<file path="config.mk">
export PLATFORM = sky130hd
export DESIGN_NAME = frame_pacing_statistics
export DESIGN_NICKNAME = d
export VERILOG_FILES = /design/src/rtl/core/fps_pkg.sv /design/src/rtl/core/frame_pacing_statistics.sv
export SDC_FILE = /design/constraint.sdc
export NUM_CORES = 2
export LEC_CHECK = 0
export CORE_ASPECT_RATIO = 0.5
export CORE_MARGIN = 2
export CORE_UTILIZATION = 55
export DETAILED_ROUTE_END_ITERATION = 16
export DONT_BUFFER_PORTS = 1
export PLACE_DENSITY = 0.73
export SETUP_SLACK_MARGIN = 0.05
export SYNTH_ARGS = -nofsm -noshare
export SYNTH_HDL_FRONTEND = slang
export SYNTH_SLANG_ARGS = --single-unit
</file>
<file path="constraint.sdc">
create_clock -name clk -period 4.8 [get_ports clk]
set_input_delay 0.96 -clock clk [delete_from_list [all_inputs] [get_ports clk]]
set_output_delay 0.96 -clock clk [all_outputs]
set_load 0.01 [all_outputs]
</file>
<file path="src/rtl/core/fps_pkg.sv">
// ----------------------------------------------------------------------------
// Frame pacing statistics package
// Word types and fixed constants of the frame pacing statistics block.
// ----------------------------------------------------------------------------
`timescale 1ns / 1ps

package fps_pkg;

	localparam int TIME_W     = 24;
	localparam int SUM_W      = 48;
	localparam int RATE_W     = 32;
	localparam int PCT_W      = 32;
	localparam int NUM_W      = 63;
	localparam int STEP_W     = 6;
	localparam int RATE_MUL_W = 10;
	localparam int RATE_SHIFT = 18;

	localparam logic [RATE_MUL_W-1:0] RATE_MUL = RATE_MUL_W'(1000);
	localparam logic [PCT_W-1:0]      PCT_ONE  = PCT_W'(25600);
	localparam logic [TIME_W-1:0]     TIME_MAX = '1;
	localparam logic [PCT_W-1:0]      PCT_MIN  = {1'b1, {(PCT_W-1){1'b0}}};
	localparam logic [NUM_W-1:0]      PCT_LIMIT =
		NUM_W'(PCT_ONE) + (NUM_W'(1) << (PCT_W - 1));

	typedef struct packed {
		logic [TIME_W-1:0] frame_time;
		logic              last_frame;
	} fps_in_t;

	typedef struct packed {
		logic [TIME_W-1:0]       frame_count;
		logic [TIME_W-1:0]       avg_frame_time;
		logic [RATE_W-1:0]       avg_rate;
		logic signed [PCT_W-1:0] smoothness_pct;
		logic                    saturated;
	} fps_out_t;

endpackage

</file>
<file path="src/rtl/core/frame_pacing_statistics.sv">
// ----------------------------------------------------------------------------
// Frame pacing statistics
// Run statistics over frame times: count, average time, average rate and
// smoothness, computed with one shared restoring divider.
// ----------------------------------------------------------------------------
// channel  | direction | handshake            | word
// in       | input     | in_valid / in_ready  | fps_in_t: frame_time, last_frame
// out      | output    | out_valid/ out_ready | fps_out_t: count, averages, flag
//
// Frame after the first: ST_IDLE, ST_DIV (one divider bit a cycle), then ST_POST.
// First frame or zero previous time: ST_IDLE, then ST_POST, with no division.
// Last frame adds the three final divisions: average time, average rate, smoothness.
// Reset clears all statistics; in_ready is high only when the divider is free.
// A held result holds the next summary in ST_FIN, and the input with it, until taken.
// ----------------------------------------------------------------------------
`timescale 1ns / 1ps

module frame_pacing_statistics #(
	parameter int COUNT_BITS    = 24,
	parameter int FRACTION_BITS = 16
) (
	input  logic              clk,
	input  logic              arst_n,
	input  logic              in_valid,
	output logic              in_ready,
	input  fps_pkg::fps_in_t  in_data,
	output logic              out_valid,
	input  logic              out_ready,
	output fps_pkg::fps_out_t out_data
);

	import fps_pkg::*;

	localparam int DEN_W = (COUNT_BITS + FRACTION_BITS > SUM_W) ?
		COUNT_BITS + FRACTION_BITS : SUM_W;
	localparam int DEV_W      = TIME_W + FRACTION_BITS;
	localparam int CNTK_W     = COUNT_BITS + RATE_MUL_W;
	localparam int RATE_NUM_W = CNTK_W + RATE_SHIFT;
	localparam int CNT_OUT_W  = (COUNT_BITS > TIME_W) ? COUNT_BITS : TIME_W;

	localparam logic [STEP_W-1:0] STEPS_DEV    = STEP_W'(DEV_W);
	localparam logic [STEP_W-1:0] STEPS_AVG    = STEP_W'(SUM_W);
	localparam logic [STEP_W-1:0] STEPS_RATE   = STEP_W'(RATE_NUM_W);
	localparam logic [STEP_W-1:0] STEPS_SMOOTH = STEP_W'(NUM_W);
	localparam logic [NUM_W-1:0]  DEV_MAX      = NUM_W'({DEV_W{1'b1}});

	typedef enum logic [1:0] {
		ST_IDLE,
		ST_DIV,
		ST_POST,
		ST_FIN
	} state_t;

	typedef enum logic [1:0] {
		OP_DEV,
		OP_AVG,
		OP_RATE,
		OP_SMOOTH
	} op_t;

	state_t                  state_q;
	op_t                     op_q;
	logic [COUNT_BITS-1:0]   count_q;
	logic [SUM_W-1:0]        time_sum_q;
	logic [SUM_W-1:0]        dev_sum_q;
	logic [TIME_W-1:0]       prev_q;
	logic                    seen_q;
	logic                    ovf_q;
	logic                    last_q;
	logic [NUM_W-1:0]        n_q;
	logic [DEN_W-1:0]        rem_q;
	logic [DEN_W-1:0]        den_q;
	logic [STEP_W-1:0]       step_q;
	logic [TIME_W-1:0]       avg_q;
	logic [RATE_W-1:0]       rate_q;
	logic [PCT_W-1:0]        smooth_q;
	logic                    out_valid_q;
	fps_out_t                out_q;

	logic [DEN_W:0]          partial;
	logic [DEN_W:0]          sub;
	logic                    ge;
	logic [DEN_W-1:0]        rem_nx;
	logic [NUM_W-1:0]        n_nx;
	logic [TIME_W-1:0]       t;
	logic [TIME_W-1:0]       diff;
	logic [SUM_W:0]          ts_sum;
	logic [SUM_W:0]          ds_sum;
	logic                    ovf_in;
	logic [CNTK_W-1:0]       cnt_k;
	logic [NUM_W-1:0]        n_avg;
	logic [NUM_W-1:0]        n_rate;
	logic [NUM_W-1:0]        n_smooth;
	logic [CNT_OUT_W-1:0]    cnt_w;
	logic [TIME_W-1:0]       cnt_out;
	logic [SUM_W-1:0]        q_avg;
	logic [RATE_NUM_W-1:0]   q_rate;

	always_comb begin
		partial = {rem_q, n_q[NUM_W-1]};
		sub     = partial - {1'b0, den_q};
		ge      = partial >= {1'b0, den_q};
		rem_nx  = ge ? sub[DEN_W-1:0] : partial[DEN_W-1:0];
		n_nx    = {n_q[NUM_W-2:0], ge};

		t        = in_data.frame_time;
		diff     = (t >= prev_q) ? t - prev_q : prev_q - t;
		ts_sum   = {1'b0, time_sum_q} + (SUM_W+1)'(t);
		ds_sum   = {1'b0, dev_sum_q} + (SUM_W+1)'(n_q[DEV_W-1:0]);
		ovf_in   = (&count_q) | ts_sum[SUM_W] | (seen_q & (prev_q == '0));
		cnt_k    = CNTK_W'(count_q) * CNTK_W'(RATE_MUL);
		n_avg    = NUM_W'(time_sum_q) << (NUM_W - SUM_W);
		n_rate   = NUM_W'(cnt_k) << (NUM_W - CNTK_W);
		n_smooth = NUM_W'(dev_sum_q) * NUM_W'(PCT_ONE);
		cnt_w    = CNT_OUT_W'(count_q);
		cnt_out  = (cnt_w > CNT_OUT_W'(TIME_MAX)) ? TIME_MAX : cnt_w[TIME_W-1:0];
		q_avg    = n_q[SUM_W-1:0];
		q_rate   = n_q[RATE_NUM_W-1:0];
	end

	always_ff @(posedge clk or negedge arst_n) begin
		if (!arst_n) begin
			state_q     <= ST_IDLE;
			op_q        <= OP_DEV;
			count_q     <= '0;
			time_sum_q  <= '0;
			dev_sum_q   <= '0;
			prev_q      <= '0;
			seen_q      <= 1'b0;
			ovf_q       <= 1'b0;
			last_q      <= 1'b0;
			n_q         <= '0;
			rem_q       <= '0;
			den_q       <= '0;
			step_q      <= '0;
			avg_q       <= '0;
			rate_q      <= '0;
			smooth_q    <= '0;
			out_valid_q <= 1'b0;
			out_q       <= '0;
		end else begin
			if (out_valid_q && out_ready && state_q != ST_FIN) begin
				out_valid_q <= 1'b0;
			end
			unique case (state_q)
				ST_IDLE: begin
					if (in_valid) begin
						if (ovf_in) begin
							ovf_q <= 1'b1;
						end
						if (!(&count_q)) begin
							count_q <= count_q + 1'b1;
						end
						if (ts_sum[SUM_W]) begin
							time_sum_q <= '1;
						end else begin
							time_sum_q <= ts_sum[SUM_W-1:0];
						end
						prev_q <= t;
						seen_q <= 1'b1;
						last_q <= in_data.last_frame;
						op_q   <= OP_DEV;
						rem_q  <= '0;
						den_q  <= DEN_W'(prev_q);
						step_q <= STEPS_DEV;
						if (!seen_q) begin
							n_q     <= '0;
							state_q <= ST_POST;
						end else if (prev_q == '0) begin
							n_q     <= DEV_MAX;
							state_q <= ST_POST;
						end else begin
							n_q     <= NUM_W'(diff) << (NUM_W - TIME_W);
							state_q <= ST_DIV;
						end
					end
				end
				ST_DIV: begin
					n_q    <= n_nx;
					rem_q  <= rem_nx;
					step_q <= step_q - 1'b1;
					if (step_q == STEP_W'(1)) begin
						state_q <= ST_POST;
					end
				end
				ST_POST: begin
					rem_q <= '0;
					unique case (op_q)
						OP_DEV: begin
							if (ds_sum[SUM_W]) begin
								dev_sum_q <= '1;
								ovf_q     <= 1'b1;
							end else begin
								dev_sum_q <= ds_sum[SUM_W-1:0];
							end
							if (last_q) begin
								op_q    <= OP_AVG;
								n_q     <= n_avg;
								den_q   <= DEN_W'(count_q);
								step_q  <= STEPS_AVG;
								state_q <= ST_DIV;
							end else begin
								state_q <= ST_IDLE;
							end
						end
						OP_AVG: begin
							avg_q   <= (|q_avg[SUM_W-1:TIME_W]) ? TIME_MAX : q_avg[TIME_W-1:0];
							op_q    <= OP_RATE;
							n_q     <= n_rate;
							den_q   <= DEN_W'(time_sum_q);
							step_q  <= STEPS_RATE;
							state_q <= ST_DIV;
						end
						OP_RATE: begin
							if (time_sum_q == '0 || |q_rate[RATE_NUM_W-1:RATE_W]) begin
								rate_q <= '1;
							end else begin
								rate_q <= q_rate[RATE_W-1:0];
							end
							op_q    <= OP_SMOOTH;
							n_q     <= n_smooth;
							den_q   <= DEN_W'({count_q, {FRACTION_BITS{1'b0}}});
							step_q  <= STEPS_SMOOTH;
							state_q <= ST_DIV;
						end
						OP_SMOOTH: begin
							smooth_q <= (n_q >= PCT_LIMIT) ? PCT_MIN : PCT_ONE - n_q[PCT_W-1:0];
							state_q  <= ST_FIN;
						end
						default: begin
							state_q <= ST_IDLE;
						end
					endcase
				end
				ST_FIN: begin
					if (!out_valid_q || out_ready) begin
						out_q.frame_count    <= cnt_out;
						out_q.avg_frame_time <= avg_q;
						out_q.avg_rate       <= rate_q;
						out_q.smoothness_pct <= smooth_q;
						out_q.saturated      <= ovf_q;
						out_valid_q          <= 1'b1;
						count_q              <= '0;
						time_sum_q           <= '0;
						dev_sum_q            <= '0;
						prev_q               <= '0;
						seen_q               <= 1'b0;
						ovf_q                <= 1'b0;
						last_q               <= 1'b0;
						state_q              <= ST_IDLE;
					end
				end
				default: begin
					state_q <= ST_IDLE;
				end
			endcase
		end
	end

	assign in_ready  = (state_q == ST_IDLE);
	assign out_valid = out_valid_q;
	assign out_data  = out_q;

endmodule

</file>
==> Word-level counts from Yosys, hierarchy flattened <==
Cells that the tools add are included.
{ "totals": {"in_bits": 29, "regBits": 518, "word_cells": 146, "out_inout_bits": 115} }
{ "classes": {"eq_ne": 17, "n_lt_le_gt_ge": 4, "n_addsub": 8, "n_reduce_logical": 30, "bitwise": 3, "mul": 2, "n_mux": 60} }
{ "ops": {"columns": ["operator", "count"], "rows": [
  ["48-bit two-way mux", 9],
  ["63-bit case mux with 3 select lines", 2],
  ["48-bit case mux with 2 select lines", 3],
  ["48-bit case mux with 3 select lines", 2],
  ["63-bit two-way mux", 4],
  ["24-bit two-way mux", 7],
  ["24-bit case mux with 2 select lines", 2],
  ["32-bit two-way mux", 2],
  ["63-bit by 32-bit >= comparator with 1-bit output, second input constant", 1],
  ["48-bit by 5-bit multiplier with 53-bit output, second input constant", 1],
  ["48-bit by 24-bit adder with 49-bit output", 1],
  ["48-bit by 40-bit adder with 49-bit output", 1],
  ["49-bit by 48-bit >= comparator with 1-bit output", 1],
  ["48-bit logical NOT", 1],
  ["24-bit subtractor", 2],
  ["48-bit subtractor", 1],
  ["6-bit case mux with 3 select lines", 2],
  ["15-bit by 32-bit subtractor with 32-bit output, first input constant", 1],
  ["24-bit by 7-bit multiplier with 31-bit output, second input constant", 1],
  ["24-bit by 1-bit adder with 24-bit output, second input constant", 1],
  ["24-bit >= comparator", 1],
  ["24-bit greater-than comparator, second input constant", 1],
  ["24-bit logical NOT", 1],
  ["24-bit AND reduction", 1],
  ["other kinds (31)", 75]
]} }

==> Depth between registers and ports, before layout <==
{ "logic_depth": {"depth_word": 6, "mapped_depth": 19} }

==> Least setup slack after synthesis <==
Ideal clock, no wire load.
{ "synth_timing": {"path_kind": "register to register", "startpoint": "register count_q[6] (netlist: cnt_w[6])", "endpoint": "register n_q[62]", "setup_time_ns": 0.126, "period_less_slack_ns": 5.074, "setup_slack_ns": -0.274, "arrival_ns": 4.948, "required_time_ns": 4.674, "path_stages_with_launch": 17, "cell_sequence": "dfrtp_1 inv_1 fa_1 fa_1 fa_1 fa_1 inv_1 ha_1 a2111oi_2 o21ai_0 a22oi_1 a311oi_2 a211oi_1 xnor2_1 nor2_1 a311o_1 a221o_1"} }
{ "synth_via": {"elab_chain_cells": 3} }
{ "synth_lines": {"columns": ["element", "line_no", "source"], "rows": [
  ["start: declaration", "frame_pacing_statistics.sv:63", "logic [COUNT_BITS-1:0] count_q;"],
  ["start signal: assignment", "frame_pacing_statistics.sv:152", "count_q <= count_q + 1'b1;"],
  ["24-bit by 7-bit multiplier with 31-bit output", "frame_pacing_statistics.sv:111", "cnt_k = CNTK_W'(count_q) * CNTK_W'(RATE_MUL);"],
  ["63-bit case mux with 3 select lines", "frame_pacing_statistics.sv:188", "unique case (op_q)"],
  ["63-bit case mux with 3 select lines", "frame_pacing_statistics.sv:145", "unique case (state_q)"],
  ["end signal: assignment", "frame_pacing_statistics.sv:179", "n_q <= n_nx;"],
  ["end signal: assignment", "frame_pacing_statistics.sv:198", "n_q <= n_avg;"],
  ["end signal: assignment", "frame_pacing_statistics.sv:209", "n_q <= n_rate;"],
  ["end: declaration", "frame_pacing_statistics.sv:70", "logic [NUM_W-1:0] n_q;"]
]} }
Every way passes these cells.
A chain may end at the register's enable or synchronous reset.

==> Final worst setup path <==
{ "layout_timing": {"startpoint": "register count_q[5] (netlist: cnt_w[5])", "endpoint": "register n_q[60]"} }
The elaborated chain is that of the path after synthesis.

==> flow_summary_export.csv <==
group,metric,value,unit
outcome,outcome,"finished with violations",
outcome,violations,"negative setup slack",
floorplan,initial_core_util,0.557,
grt,grt.total_usage,0.363,
clocking,postCtsHoldBufs,0,
sta,finalSetupTns,-0.984,ns
floorplan,die_x,394,µm
yosys,async_reset_ff_frac,1.00,
sta,hold_slack,0.317,ns
yosys,postSynthCellCount,4700,
clocking,cts_root_buffer,"clkbuf_16",
detailed_routing,remaining_drc_errors,0,
grt,met1_usage,0.504,
yosys,seq_area_frac_synth,0.309,
worst_setup_path,endpoint_kind,"register",
worst_setup_path,required,5.26,ns
layout,final_common_cell,"dfrtp_1",
detailed_routing,vias,37750,
grt,globalRoute.busiestLayer,"met2",
grt,grt_use_met3,0.129,
grt,grt_pass1_wl,219000,µm
sta,finalCritPeriodShare,1.06,
floorplan,core_area,0.0752,mm²
clocking,clock_latency,0.68,ns
power_and_ir_drop,power.density,781,mW/mm²
yosys,syn_avg_cell_area,8.91,µm²
clocking,cts.clk_slew.worst_paths,0.07,ns
sta,drv_slew,0,
yosys,synth_ff_type,"dfrtp_1",
sta,tightest_slew,1.18,ns
detailed_routing,drtIter0Drc,4397,
detailed_routing,dr.pass1.iters,9,
yosys,ys_types,110,
layout,syn_to_final_growth,10.7,%
yosys,synth_enable_flop_cells,0,
detailed_routing,viasPerCell,6.50,
min_path,hp-class,"input port to async pin",
detailed_routing,final_antenna_net_count,0,
clocking,clock_path_buffers,3,
layout,drive_above_1_share,0.125,
grt,overflow,0,
layout,nNetsFinal,5297,
sta,fin_ws,-0.290,ns
place,io_buffers,0,
worst_setup_path,start_kind,"register",
run,max_cap_viol_count,0,
clocking,htree_levels,2,
sta,fin_crit,5.09,ns
grt,use_met2,0.527,
floorplan,die_h,199,µm
place,hpwl,110000,µm
yosys,syn_area,0.0419,mm²
clocking,clock_sinks,518,
power_and_ir_drop,peakVddDrop,0.820,mV
worst_setup_path,crit_path_max_fanout,5,
grt,grt_pass1_vias,35935,
floorplan,rows,71,
sta,rsz0062_at_grt,"yes",
clocking,cts-buffers-inserted,51,
worst_setup_path,criticalPathCategory,"register to register",
clocking,cts_tree,"yes",
worst_setup_path,cp.arrival,5.55,ns
sta,maxSlewHeadroom,0.213,
grt,antenna_found_initial,5,
layout,final_area,0.0464,mm²
yosys,syn_nets,5249,
place,placed_cell_area,0.0439,mm²
floorplan,die_area,0.0785,mm²
sta,setup-violations-final,7,
place,gp_congestion,1.07,
detailed_routing,wl_per_cell,24.9,µm
sta,hold_viol_final,0,
yosys,synth_warnings,0,
yosys,ys_seq_elements,518,
sta,max_freq,196,MHz
floorplan,io_pins,144,
layout,final_cell_mix,"515 x dfrtp_1, 485 x inv_1, 383 x o21ai_0",
place,place_ws,-0.254,ns
grt,grt_max_degree,519,
power_and_ir_drop,power_leakage,21.6,nW
layout,fill_cells,6419,
sta,skew,0.0694,ns
detailed_routing,wl,145000,µm
per-layer routing:
| layer | vias to the layer above | wire (µm) |
|---|---|---|
| met5 | - | 108 |
| met4 | 2 | 5010 |
| li1 | 16903 | - |
| met3 | 335 | 17700 |
| met1 | 18689 | 62600 |
| met2 | 1821 | 59200 |
registers in the layout, summed over array words and instances, names as in the netlist:
| register | flops |
|---|---|
| out_data | 113 |
| n_q | 63 |
| den_q | 48 |
| dev_sum_q | 48 |
| rem_q | 48 |
| time_sum_q | 48 |
| rate_q | 32 |
| smooth_q | 32 |
| avg_q | 24 |
| cnt_w | 24 |
| prev_q | 24 |
| step_q | 6 |
| op_q | 2 |
| state_q | 2 |
| last_q | 1 |
| out_valid | 1 |
| ovf_q | 1 |
| seen_q | 1 |
critical path, cell delays in order (launching register included):
cell and delay (ns):
dfrtp_1 0.39, inv_4 0.07, fa_1 0.56, fa_1 0.45
fa_1 0.46, fa_1 0.51, inv_2 0.05, ha_4 0.27
o211ai_1 0.15, a211oi_4 0.30, and3_4 0.23, a22oi_2 0.07
a311oi_2 0.38, buf_4 0.21, a31oi_4 0.09, xnor2_1 0.14
a221oi_1 0.27, a21boi_2 0.20, o22ai_1 0.09
worst paths after layout:
| kind | startpoint | end | slack [ns] | cells past startpoint |
|---|---|---|---|---|
| min in group clk | in_data[0] | last_q | 0.44 | 1 |
| max reg2reg | cnt_w[5] | n_q[60] | -0.29 | 18 |
| min reg2reg | den_q[27] | den_q[27] | 0.48 | 2 |
| max | cnt_w[5] | n_q[60] | -0.29 | 18 |
| min | arst_n | out_data[97] | 0.32 | 1 |
| max in group asynchronous | arst_n | avg_q[7] | 2.22 | 3 |
Yosys cell counts (all sizes together), types with 36 or more instances:
cell type | number | area [µm²]
nand2 | 368 | 1390
a21o | 100 | 752
xor2 | 76 | 666
ha | 386 | 4830
a21oi | 353 | 1810
buf | 59 | 368
nor4 | 45 | 307
xnor2 | 123 | 1080
a221oi | 41 | 372
a22o | 48 | 420
nor2 | 223 | 852
o22a | 59 | 518
nor3 | 48 | 252
a22oi | 39 | 293
mux2i | 61 | 611
o211ai | 36 | 280
o31ai | 38 | 309
inv | 506 | 1900
a31oi | 54 | 338
dfrtp | 518 | 13000
fa | 134 | 2680
nand3 | 86 | 430
nand2b | 40 | 250
o22ai | 54 | 338
nand4 | 53 | 344
o21ai | 424 | 2140
clkbuf | 193 | 724
mux2 | 92 | 1040
final cells by class:
class | count | area (µm²) | share of cell area
Timing Repair Buffer | 247 | 1950 | 0.0421
Antenna cell | 3 | 7.51 | 0.000162
Multi-Input combinational cell | 3422 | 26500 | 0.571
Inverter | 508 | 1920 | 0.0414
Clock inverter | 23 | 314 | 0.00677
Tap cell | 1022 | 1280 | 0.0276
Clock buffer | 69 | 1470 | 0.0318
Sequential cell | 518 | 13000 | 0.280
stage by stage:
stage                     instances  power, W  utilization
after floorplan                4700    0.0234            -
after global routing           5809    0.0384        0.616
after detailed placement       5688    0.0305        0.584
final                          5812    0.0362        0.616
after global placement         5688    0.0301        0.584
after CTS                      5797    0.0352        0.611
power by group:
part | switching (W) | internal, W
sequential | 0.00168 | 0.00570
clock | 0.00199 | 0.00239
combinational | 0.0153 | 0.00914
cell families (layout without fill, tap and decap cells):
logic type,after synthesis,after routing,share of synthesized area
xor gates and xnor gates,199,199,0.0416
adders and majority gates,520,520,0.179
and+or+nand+nor,1022,1022,0.117
muxes,153,153,0.0393
buffers and inverters,760,847,0.0716
other,0,3,0
DFF,518,518,0.309
AOI/OAI and AO/OA,1528,1528,0.242
timing repair:
action,4_1_cts,5_1_grt
pin swaps,27,41
endpoints found under the setup margin,11,20
setup buffers,17,10
resized for setup,28,44
endpoints found under the hold margin,0,0
No activity file was read; power rests on OpenSTA's default activity.
